### config.mk
export PLATFORM = sky130hd
export DESIGN_NAME = byte_weighted_lru_cache_core
export DESIGN_NICKNAME = d
export VERILOG_FILES = /design/src/hw/rtl/bwlru_pkg.sv /design/src/hw/rtl/byte_weighted_lru_cache_core.sv /design/src/hw/rtl/bwlru_ram.sv
export VERILOG_INCLUDE_DIRS = /design/src /design/src/hw/rtl
export SDC_FILE = /design/constraint.sdc
export NUM_CORES = 2
export LEC_CHECK = 0
export BUFFER_PORTS_ARGS = -buffer_cell sky130_fd_sc_hd__buf_2
export CORE_UTILIZATION = 43
export DETAILED_ROUTE_END_ITERATION = 6
export SLEW_MARGIN = 20
export SYNTH_ARGS = -nofsm -noshare
export SYNTH_HDL_FRONTEND = slang
export SYNTH_SLANG_ARGS = --single-unit
### constraint.sdc
create_clock -name i_clk -period 12.78 [get_ports i_clk]
set_clock_uncertainty 0.1 [all_clocks]
set_input_delay 1.278 -clock i_clk [delete_from_list [all_inputs] [get_ports i_clk]]
set_output_delay 1.278 -clock i_clk [all_outputs]
set_load 0.1 [all_outputs]
### src/hw/rtl/byte_weighted_lru_cache_core_defines.svh
// Assertion macros shared by the cache core.
`ifndef BYTE_WEIGHTED_LRU_CACHE_CORE_DEFINES_SVH
`define BYTE_WEIGHTED_LRU_CACHE_CORE_DEFINES_SVH

// Condition implies a consequence in the same cycle.
`define BWLRU_ASSERT_NOW(label, cond, cons, msg) \
    label: assert property (@(posedge i_clk) disable iff (!i_rst_n) (cond) |-> (cons)) \
        else $error(msg);

// Condition implies a consequence in the next cycle.
`define BWLRU_ASSERT_NEXT(label, cond, cons, msg) \
    label: assert property (@(posedge i_clk) disable iff (!i_rst_n) (cond) |=> (cons)) \
        else $error(msg);

`endif

### src/hw/rtl/bwlru_pkg.sv
`default_nettype none
package bwlru_pkg;
    localparam int ENTRIES     = 16;
    localparam int TAG_BITS    = 64;
    localparam int HANDLE_BITS = 32;
    localparam int IDX_W       = $clog2(ENTRIES);
    localparam int CNT_W       = IDX_W + 1;
    localparam int BYTES_W     = 25;
    localparam int TOT_W       = BYTES_W + IDX_W + 1;
    localparam int CAP_W       = 32;
    localparam int CMP_W       = (TOT_W > CAP_W) ? TOT_W : CAP_W;
    localparam int EVC_W       = 5;

    localparam logic FN_GET = 1'b0;
    localparam logic FN_PUT = 1'b1;

    typedef struct packed {
        logic        func;
        logic [63:0] key_tag;
        logic [24:0] item_bytes;
        logic [31:0] payload_handle;
    } t_in_item;

    typedef struct packed {
        logic        hit;
        logic [31:0] payload_out;
        logic        ignored;
        logic [4:0]  evicted_count;
        logic [31:0] bytes_in_use;
        logic [31:0] hit_total;
        logic [31:0] miss_total;
    } t_out_item;

    typedef struct packed {
        logic [TAG_BITS-1:0]    tag;
        logic [BYTES_W-1:0]     nbytes;
        logic [HANDLE_BITS-1:0] handle;
        logic [IDX_W-1:0]       rank;
    } t_entry;

    localparam int ENTRY_W = $bits(t_entry);

    typedef enum logic [2:0] {
        ST_IDLE,
        ST_SCAN,
        ST_DECIDE,
        ST_UPD,
        ST_EVCHK,
        ST_EVRD,
        ST_PURGE,
        ST_DONE
    } t_state;
endpackage
`default_nettype wire

### src/hw/rtl/byte_weighted_lru_cache_core.sv
`default_nettype none
`include "byte_weighted_lru_cache_core_defines.svh"
// Byte-budgeted LRU cache core. One operation is handled at a time; each
// transfer on the input channel yields exactly one result transfer. Entry
// metadata (tag, size, handle, recency rank) lives in one RAM with a single
// read port, so every operation but an oversized put walks that RAM: a get
// miss does a tag scan plus decision, a get hit a scan and then a rank
// rewrite pass, and a put a scan, a rank rewrite, a budget eviction loop,
// then a pass that retires evicted slots. A put larger than the capacity
// goes straight to its result. Recency ranks are kept dense (0 = newest), so
// budget eviction reads sizes back from a second small RAM indexed by rank.
// A new result can wait in the output register while the next item is taken.
// The capacity register may be written only while the core is idle.
module byte_weighted_lru_cache_core import bwlru_pkg::*; (
    input  wire logic        i_clk,
    input  wire logic        i_rst_n,
    input  wire logic        i_in_valid,
    input  wire t_in_item    i_in_data,
    output logic             o_in_stall,
    output logic             o_out_valid,
    output t_out_item        o_out_data,
    input  wire logic        i_out_stall,
    input  wire logic        i_cfg_we,
    input  wire logic [31:0] i_cfg_wdata
);
    t_state                 r_state, n_state;
    logic [ENTRIES-1:0]     r_valid, n_valid;
    logic [CAP_W-1:0]       r_cap;
    logic [TOT_W-1:0]       r_total, n_total;
    logic [31:0]            r_hit_cnt, n_hit_cnt, r_miss_cnt, n_miss_cnt;
    logic                   r_out_valid, n_out_valid;
    t_out_item              r_out, n_out;
    logic [CNT_W-1:0]       r_idx, n_idx;
    logic                   r_pv, n_pv;
    logic [IDX_W-1:0]       r_pa, n_pa;
    t_in_item               r_item, n_item;
    logic                   r_found, n_found;
    logic [IDX_W-1:0]       r_ms, n_ms, r_mrank, n_mrank;
    logic [BYTES_W-1:0]     r_mbytes, n_mbytes, r_vbytes, n_vbytes;
    logic [HANDLE_BITS-1:0] r_mhandle, n_mhandle;
    logic                   r_free_found, n_free_found;
    logic [IDX_W-1:0]       r_free, n_free, r_vslot, n_vslot, r_slot, n_slot;
    logic [CNT_W-1:0]       r_cnt, n_cnt, r_ref, n_ref, r_k, n_k, r_keep, n_keep;
    logic [EVC_W-1:0]       r_evc, n_evc;
    logic                   r_ignored, n_ignored, r_hit, n_hit;

    // RAM ports
    logic               ram_we;
    logic [IDX_W-1:0]   ram_waddr, ram_raddr;
    t_entry             ram_wdata, ram_rdata;
    logic               brk_we;
    logic [IDX_W-1:0]   brk_waddr, brk_raddr;
    logic [BYTES_W-1:0] brk_wdata, brk_rdata;

    logic             sweep_end, cur_v, full;
    logic [IDX_W-1:0] new_rank;

    bwlru_ram #(.WIDTH(ENTRY_W), .DEPTH(ENTRIES)) u_entry_ram (
        .i_clk   (i_clk),
        .i_we    (ram_we),
        .i_waddr (ram_waddr),
        .i_wdata (ram_wdata),
        .i_raddr (ram_raddr),
        .o_rdata (ram_rdata)
    );

    // Sizes by recency rank, refreshed on each put's rank rewrite pass.
    bwlru_ram #(.WIDTH(BYTES_W), .DEPTH(ENTRIES)) u_rank_bytes_ram (
        .i_clk   (i_clk),
        .i_we    (brk_we),
        .i_waddr (brk_waddr),
        .i_wdata (brk_wdata),
        .i_raddr (brk_raddr),
        .o_rdata (brk_rdata)
    );

    assign o_in_stall  = (r_state != ST_IDLE);
    assign o_out_valid = r_out_valid;
    assign o_out_data  = r_out;

    // A sweep is over once every address is issued and the last read is consumed.
    assign sweep_end = (r_idx == CNT_W'(ENTRIES)) && !r_pv;
    assign cur_v     = r_valid[r_pa];
    assign full      = (r_cnt == CNT_W'(ENTRIES)) && !r_found;
    // Entries newer than the reference rank age by one; the rest hold.
    assign new_rank  = ({1'b0, ram_rdata.rank} < r_ref) ? ram_rdata.rank + 1'b1
                                                         : ram_rdata.rank;

    always_ff @(posedge i_clk) begin
        if (!i_rst_n) begin
            r_state     <= ST_IDLE;
            r_valid     <= '0;
            r_cap       <= CAP_W'(67108864);
            r_total     <= '0;
            r_hit_cnt   <= '0;
            r_miss_cnt  <= '0;
            r_out_valid <= 1'b0;
            r_pv        <= 1'b0;
        end else begin
            r_state     <= n_state;
            r_valid     <= n_valid;
            r_total     <= n_total;
            r_hit_cnt   <= n_hit_cnt;
            r_miss_cnt  <= n_miss_cnt;
            r_out_valid <= n_out_valid;
            r_pv        <= n_pv;
            if (i_cfg_we) begin
                r_cap <= i_cfg_wdata;
            end
        end
    end

    always_ff @(posedge i_clk) begin
        r_out        <= n_out;
        r_idx        <= n_idx;
        r_pa         <= n_pa;
        r_item       <= n_item;
        r_found      <= n_found;
        r_ms         <= n_ms;
        r_mrank      <= n_mrank;
        r_mbytes     <= n_mbytes;
        r_mhandle    <= n_mhandle;
        r_free_found <= n_free_found;
        r_free       <= n_free;
        r_vslot      <= n_vslot;
        r_vbytes     <= n_vbytes;
        r_slot       <= n_slot;
        r_cnt        <= n_cnt;
        r_ref        <= n_ref;
        r_k          <= n_k;
        r_keep       <= n_keep;
        r_evc        <= n_evc;
        r_ignored    <= n_ignored;
        r_hit        <= n_hit;
    end

    always_comb begin
        n_state      = r_state;
        n_valid      = r_valid;
        n_total      = r_total;
        n_hit_cnt    = r_hit_cnt;
        n_miss_cnt   = r_miss_cnt;
        // Drop the held result once the consumer takes it.
        n_out_valid  = r_out_valid && i_out_stall;
        n_out        = r_out;
        n_idx        = r_idx;
        n_pv         = 1'b0;
        n_pa         = r_pa;
        n_item       = r_item;
        n_found      = r_found;
        n_ms         = r_ms;
        n_mrank      = r_mrank;
        n_mbytes     = r_mbytes;
        n_mhandle    = r_mhandle;
        n_free_found = r_free_found;
        n_free       = r_free;
        n_vslot      = r_vslot;
        n_vbytes     = r_vbytes;
        n_slot       = r_slot;
        n_cnt        = r_cnt;
        n_ref        = r_ref;
        n_k          = r_k;
        n_keep       = r_keep;
        n_evc        = r_evc;
        n_ignored    = r_ignored;
        n_hit        = r_hit;

        ram_we    = 1'b0;
        ram_waddr = r_pa;
        ram_wdata = ram_rdata;
        ram_raddr = r_idx[IDX_W-1:0];
        brk_we    = 1'b0;
        brk_waddr = new_rank;
        brk_wdata = ram_rdata.nbytes;
        brk_raddr = r_k[IDX_W-1:0];

        // Issue the next sweep read in the walking states.
        if ((r_state == ST_SCAN || r_state == ST_UPD || r_state == ST_PURGE) &&
            (r_idx < CNT_W'(ENTRIES))) begin
            n_pv  = 1'b1;
            n_pa  = r_idx[IDX_W-1:0];
            n_idx = r_idx + 1'b1;
        end

        case (r_state)
            ST_IDLE: begin
                if (i_in_valid) begin
                    n_item       = i_in_data;
                    n_found      = 1'b0;
                    n_free_found = 1'b0;
                    n_cnt        = '0;
                    n_evc        = '0;
                    n_ignored    = 1'b0;
                    n_hit        = 1'b0;
                    n_idx        = '0;
                    if (i_in_data.func == FN_PUT &&
                        {7'b0, i_in_data.item_bytes} > r_cap) begin
                        n_ignored = 1'b1;
                        n_state   = ST_DONE;
                    end else begin
                        n_state = ST_SCAN;
                    end
                end
            end
            ST_SCAN: begin
                // Find the matching tag, the first free slot, the oldest entry
                // and the fill count.
                if (r_pv) begin
                    if (cur_v) begin
                        n_cnt = r_cnt + 1'b1;
                        if (!r_found && ram_rdata.tag == r_item.key_tag[TAG_BITS-1:0]) begin
                            n_found   = 1'b1;
                            n_ms      = r_pa;
                            n_mrank   = ram_rdata.rank;
                            n_mbytes  = ram_rdata.nbytes;
                            n_mhandle = ram_rdata.handle;
                        end
                        if (ram_rdata.rank == IDX_W'(ENTRIES - 1)) begin
                            n_vslot  = r_pa;
                            n_vbytes = ram_rdata.nbytes;
                        end
                    end else if (!r_free_found) begin
                        n_free_found = 1'b1;
                        n_free       = r_pa;
                    end
                end
                if (sweep_end) begin
                    n_state = ST_DECIDE;
                end
            end
            ST_DECIDE: begin
                n_idx = '0;
                if (r_item.func == FN_GET) begin
                    if (r_found) begin
                        n_hit_cnt = r_hit_cnt + 1'b1;
                        n_hit     = 1'b1;
                        n_ref     = {1'b0, r_mrank};
                        n_slot    = r_ms;
                        n_state   = ST_UPD;
                    end else begin
                        n_miss_cnt = r_miss_cnt + 1'b1;
                        n_state    = ST_DONE;
                    end
                end else begin
                    // Replace a same-tag entry, else take a free slot, else
                    // evict the oldest entry when every slot is full.
                    n_slot  = r_found ? r_ms : (full ? r_vslot : r_free);
                    n_total = r_total
                            - (r_found ? TOT_W'(r_mbytes) : '0)
                            - (full ? TOT_W'(r_vbytes) : '0)
                            + TOT_W'(r_item.item_bytes);
                    n_evc   = full ? EVC_W'(1) : '0;
                    n_ref   = r_found ? {1'b0, r_mrank} : CNT_W'(ENTRIES);
                    n_keep  = r_cnt - CNT_W'(r_found) - CNT_W'(full) + 1'b1;
                    n_valid[n_slot] = 1'b1;
                    n_state = ST_UPD;
                end
            end
            ST_UPD: begin
                // Rewrite ranks; the touched slot becomes newest.
                if (r_pv) begin
                    if (r_pa == r_slot) begin
                        ram_we         = 1'b1;
                        ram_wdata.rank = '0;
                        if (r_item.func == FN_PUT) begin
                            ram_wdata.tag    = r_item.key_tag[TAG_BITS-1:0];
                            ram_wdata.nbytes = r_item.item_bytes;
                            ram_wdata.handle = r_item.payload_handle[HANDLE_BITS-1:0];
                            brk_we           = 1'b1;
                            brk_waddr        = '0;
                            brk_wdata        = r_item.item_bytes;
                        end
                    end else if (cur_v) begin
                        ram_we         = 1'b1;
                        ram_wdata.rank = new_rank;
                        brk_we         = (r_item.func == FN_PUT);
                    end
                end
                if (sweep_end) begin
                    if (r_item.func == FN_PUT) begin
                        n_k     = r_keep - 1'b1;
                        n_state = ST_EVCHK;
                    end else begin
                        n_state = ST_DONE;
                    end
                end
            end
            ST_EVCHK: begin
                // Evict from the oldest rank down while over budget; never the new entry.
                if (CMP_W'(r_total) > CMP_W'(r_cap) && r_k != '0) begin
                    n_state = ST_EVRD;
                end else begin
                    n_idx   = '0;
                    n_state = ST_PURGE;
                end
            end
            ST_EVRD: begin
                n_total = r_total - TOT_W'(brk_rdata);
                n_evc   = (r_evc == '1) ? r_evc : r_evc + 1'b1;
                n_keep  = r_k;
                n_k     = r_k - 1'b1;
                n_state = ST_EVCHK;
            end
            ST_PURGE: begin
                // Retire every slot whose rank fell past the kept count.
                if (r_pv && cur_v && {1'b0, ram_rdata.rank} >= r_keep) begin
                    n_valid[r_pa] = 1'b0;
                end
                if (sweep_end) begin
                    n_state = ST_DONE;
                end
            end
            ST_DONE: begin
                // Hold until the output register is free.
                if (!r_out_valid || !i_out_stall) begin
                    n_out_valid         = 1'b1;
                    n_out.hit           = r_hit;
                    n_out.payload_out   = r_hit ? 32'(r_mhandle) : 32'd0;
                    n_out.ignored       = r_ignored;
                    n_out.evicted_count = r_evc;
                    n_out.bytes_in_use  = 32'(r_total);
                    n_out.hit_total     = r_hit_cnt;
                    n_out.miss_total    = r_miss_cnt;
                    n_state             = ST_IDLE;
                end
            end
            default: begin
                n_state = ST_IDLE;
            end
        endcase
    end

    `BWLRU_ASSERT_NEXT(a_get_keeps_total, r_state != ST_IDLE && r_item.func == FN_GET, r_total == $past(r_total), "get changed byte total")
    `BWLRU_ASSERT_NOW(a_evict_not_newest, r_state == ST_EVRD, r_k != '0, "eviction reached the newest entry")
    `BWLRU_ASSERT_NOW(a_put_leaves_entry, r_state == ST_DONE && r_item.func == FN_PUT && !r_ignored, $countones(r_valid) != 0, "accepted put left cache empty")
endmodule
`default_nettype wire

### src/hw/rtl/bwlru_ram.sv
`default_nettype none
module bwlru_ram #(
    parameter int WIDTH = 8,
    parameter int DEPTH = 16,
    localparam int AW = $clog2(DEPTH)
) (
    input  wire logic             i_clk,
    input  wire logic             i_we,
    input  wire logic [AW-1:0]    i_waddr,
    input  wire logic [WIDTH-1:0] i_wdata,
    input  wire logic [AW-1:0]    i_raddr,
    output logic      [WIDTH-1:0] o_rdata
);
    logic [WIDTH-1:0] r_mem [DEPTH];
    logic [WIDTH-1:0] r_rdata;

    always_ff @(posedge i_clk) begin
        if (i_we) begin
            r_mem[i_waddr] <= i_wdata;
        end
        r_rdata <= r_mem[i_raddr];
    end

    assign o_rdata = r_rdata;
endmodule
`default_nettype wire
==> results.ini <==
[outcome]
status = finished, final reports clean

[synthesis]
ys_ff_latch = 3092
synth_top_area_share_pct = 69.64
synth_xor_area_share_pct = 1.107
yosysSeqAreaShare_pct = 74.66
synth.avg_cell_area_sq_um = 20.42
yosysTopAreaCell = edfxtp_1
synth_cell_types = 70
synth_fa_ha_area_share_pct = 2.290
synth-simple-area-share_pct = 2.757
muxShareOfSynthArea_pct = 15.56
async_flop_share_pct = 0
syn_inst = 5893
synth_area_sq_um = 120300
synth_compound_area_share_pct = 2.101
synth_top_family_by_area = multiplexers
netlist_top_cells_area = edfxtp_1 70%, mux4_2 14%, dfxtp_1 5.0%, ha_1 1.4%, mux2_2 1.1%
synth_warnings = 0
synth_edf_count = 2790
synthFlopType = edfxtp_1

[placed_design]
routabilityCongestion = 0.8459
preCtsSetupSlack_ns = 6.975
dpl-instance-area_sq_um = 126700
port_buffers = 293
dpl.hpwl_mm = 151.3

[timing]
finalSetupViolations = 0
fmax_mhz = 171.9
finalHoldViolations = 0
worst_slack_ns = 6.962
tns_ns = 0
min_period_ns = 5.818
slew_violations = 0
fin_crit_sh_pct = 45.52
relSlewSlack_pct = 25.37
worst_pin_slew_ns = 1.119
grt_setup_unrepaired = no

[cts]
clockBufferDepth = 4
postCtsSetupBuffers = 0
postCtsHoldBufs = 0
cts_tree = done
root_buffer = clkbuf_16
cts_resized = 0
numCtsBuffers = 321
clock_sinks = 3092
cts_max_level = 5
clkTransAtPathRegs_ns = 0.06
clk-insertion-delay-late_ns = 0.91

[final_layout]
final_nets = 6731
design_area_sq_um = 137600
drive_above_1_share_pct = 27.35
final_cell_mix = 2790 x edfxtp_1, 755 x mux4_2, 325 x clkbuf_16
syn_to_final_growth_pct = 14.33
fin_util_pct = 49.57
final_common_cell = edfxtp_1

[die]
die-area_sq_um = 281900
start_util_pct = 43.36
die_x_um = 531.0
ios = 296
num_rows = 193
fp.coreArea_sq_um = 277500
die_h_um = 531.0

[critical_path]
cp_max_fo = 26
crit_path_end_kind = register
cp.required_ns = 13.47
worstSetupStartpointType = register
worstPathArrival_ns = 6.50
criticalPathCategory = reg -> reg

[pwr]
ir_drop_uv = 151.2
leakagePower_nw = 44.46
finalPower_mw = 29.09
cellPowerDensity_nw_per_um2 = 211.5

[global_routing]
first_global_vias = 60127
globalRouteTotalUtil_pct = 19.73
antenna_found_initial = 10
grt_pass1_wl_mm = 409.3
grt-ovfl-total = 0
grt_max_degree = 135

[drt]
first_pass_iters = 5
wirelength_mm = 278.5
vias = 58334
via_per_inst = 5.631
drtIter0Drc = 5572
antenna_left = 0
drc = 0
wire_per_inst_um = 26.88

[run]
max-cap-violations = 0

[min_path]
hp-class = reg -> reg

-- cell families (layout without fill, tap and decap cells) --
| kind of cell | count (synthesis) | in the layout |
|---|---|---|
| compound gates | 401 | 401 |
| xor+xnor | 152 | 152 |
| fa+ha+maj | 189 | 189 |
| buf+inv | 481 | 1238 |
| flops | 3092 | 3092 |
| mux | 912 | 912 |
| other cells | 1 | 6 |
| simple gates | 665 | 665 |
-- metrics by stage --
| stage | hold slack [ns] | instances |
|---|---|---|
| 2_1_floorplan | 0.3003 | 5895 |
| 3_3_place_gp | 0.3031 | 9765 |
| 3_5_place_dp | 0.3138 | 9765 |
| 4_1_cts | 0.3244 | 10357 |
| 5_1_grt | 0.3346 | 10358 |
| 6_report | 0.3224 | 10360 |
-- registers in the layout, summed over array words and instances, names as in the netlist, 5 cells and up --
register,cells
r_hit_cnt,32
r_k,5
r_total,30
r_valid,16
u_rank_bytes_ram.r_mem,400
r_idx,5
r_mbytes,25
r_vbytes,25
r_cnt,5
r_cap,32
r_item,122
r_keep,5
o_out_data,133
r_ref,5
r_mhandle,32
u_rank_bytes_ram.o_rdata,25
r_evc,5
u_entry_ram.o_rdata,125
r_miss_cnt,32
u_entry_ram.r_mem,2000
-- Yosys cell counts, types with 7 or more instances --
cell and number:
and4_1 12, o21ai_0 111, nand3_1 50, a21oi_1 100, mux2i_1 41, clkbuf_1 170
or2_2 10, and3_1 26, xor2_1 62, dfxtp_1 302, a31oi_1 11, nor2_1 176
xnor2_1 90, edfxtp_1 2790, a21boi_0 7, o22ai_1 9, and2_1 84, o21a_1 11
ha_1 137, nor4_1 13, o21bai_1 7, or3_1 23, mux4_2 755, nand4_1 33
buf_1 66, fa_1 52, mux2_2 116, o211ai_1 22, nor3_1 28, a21o_1 38
a221oi_1 9, inv_1 237, nand2_1 152, o221ai_1 9, nor2b_1 18, a211oi_1 24
nand2b_1 24
-- power breakdown --
part	leakage, nW	total (mW)	internal, mW	switching (mW)
Sequential	27.7	13.1	12.5	0.567
Clock	5.26	9.54	5.65	3.89
Combinational	11.5	6.45	2.64	3.81
Total	44.5	29.1	20.8	8.26
-- cell type report --
type / instances / area [sq um]
Fill cell: 22232 / 139900
Clock inverter: 158 / 2009
Timing Repair Buffer: 408 / 2480
Inverter: 238 / 900.9
Antenna cell: 3 / 7.507
Multi-Input combinational cell: 2322 / 28850
Clock buffer: 434 / 8822
Tap cell: 3705 / 4636
Sequential cell: 3092 / 89840
-- worst max-delay path: stages, from the launching register on --
cell      delay [ns]
edfxtp_1        0.51
inv_1           0.13
ha_1            0.18
nand3_1         0.24
nor2_2          0.15
buf_4           0.30
nand2_1         0.13
fa_1            0.51
inv_1           0.05
fa_1            0.48
inv_1           0.05
ha_1            0.33
and4_1          0.23
and2_1          0.15
a211oi_1        0.60
o211ai_1        0.33
a32oi_1         0.43
a211oi_1        0.16
mux2_2          0.31
o21ai_0         0.15
nor3b_1         0.20
-- worst paths after layout --
kind	from	endpoint	slack, ns	cells after the start
worst min register to register	u_entry_ram.o_rdata[23]	r_mhandle[19]	0.32	0
worst max-delay path	r_cnt[2]	r_total[29]	6.96	20
worst min-delay path	u_entry_ram.o_rdata[23]	r_mhandle[19]	0.32	0
worst max register to register	r_cnt[2]	r_total[29]	6.96	20
-- per-layer routing --
| metal | up-vias | part of all wire (%) | GRT usage (%) |
|---|---|---|---|
| met2 | 1861 | 47 | 31.23 |
| li1 | 24859 | - | - |
| met1 | 31232 | 45 | 29.18 |
| met5 | - | 0.012 | 0 |
| met3 | 376 | 5.7 | 2.646 |
| met4 | 6 | 2.0 | 4.496 |
No activity file was read; power rests on OpenSTA's default activity.
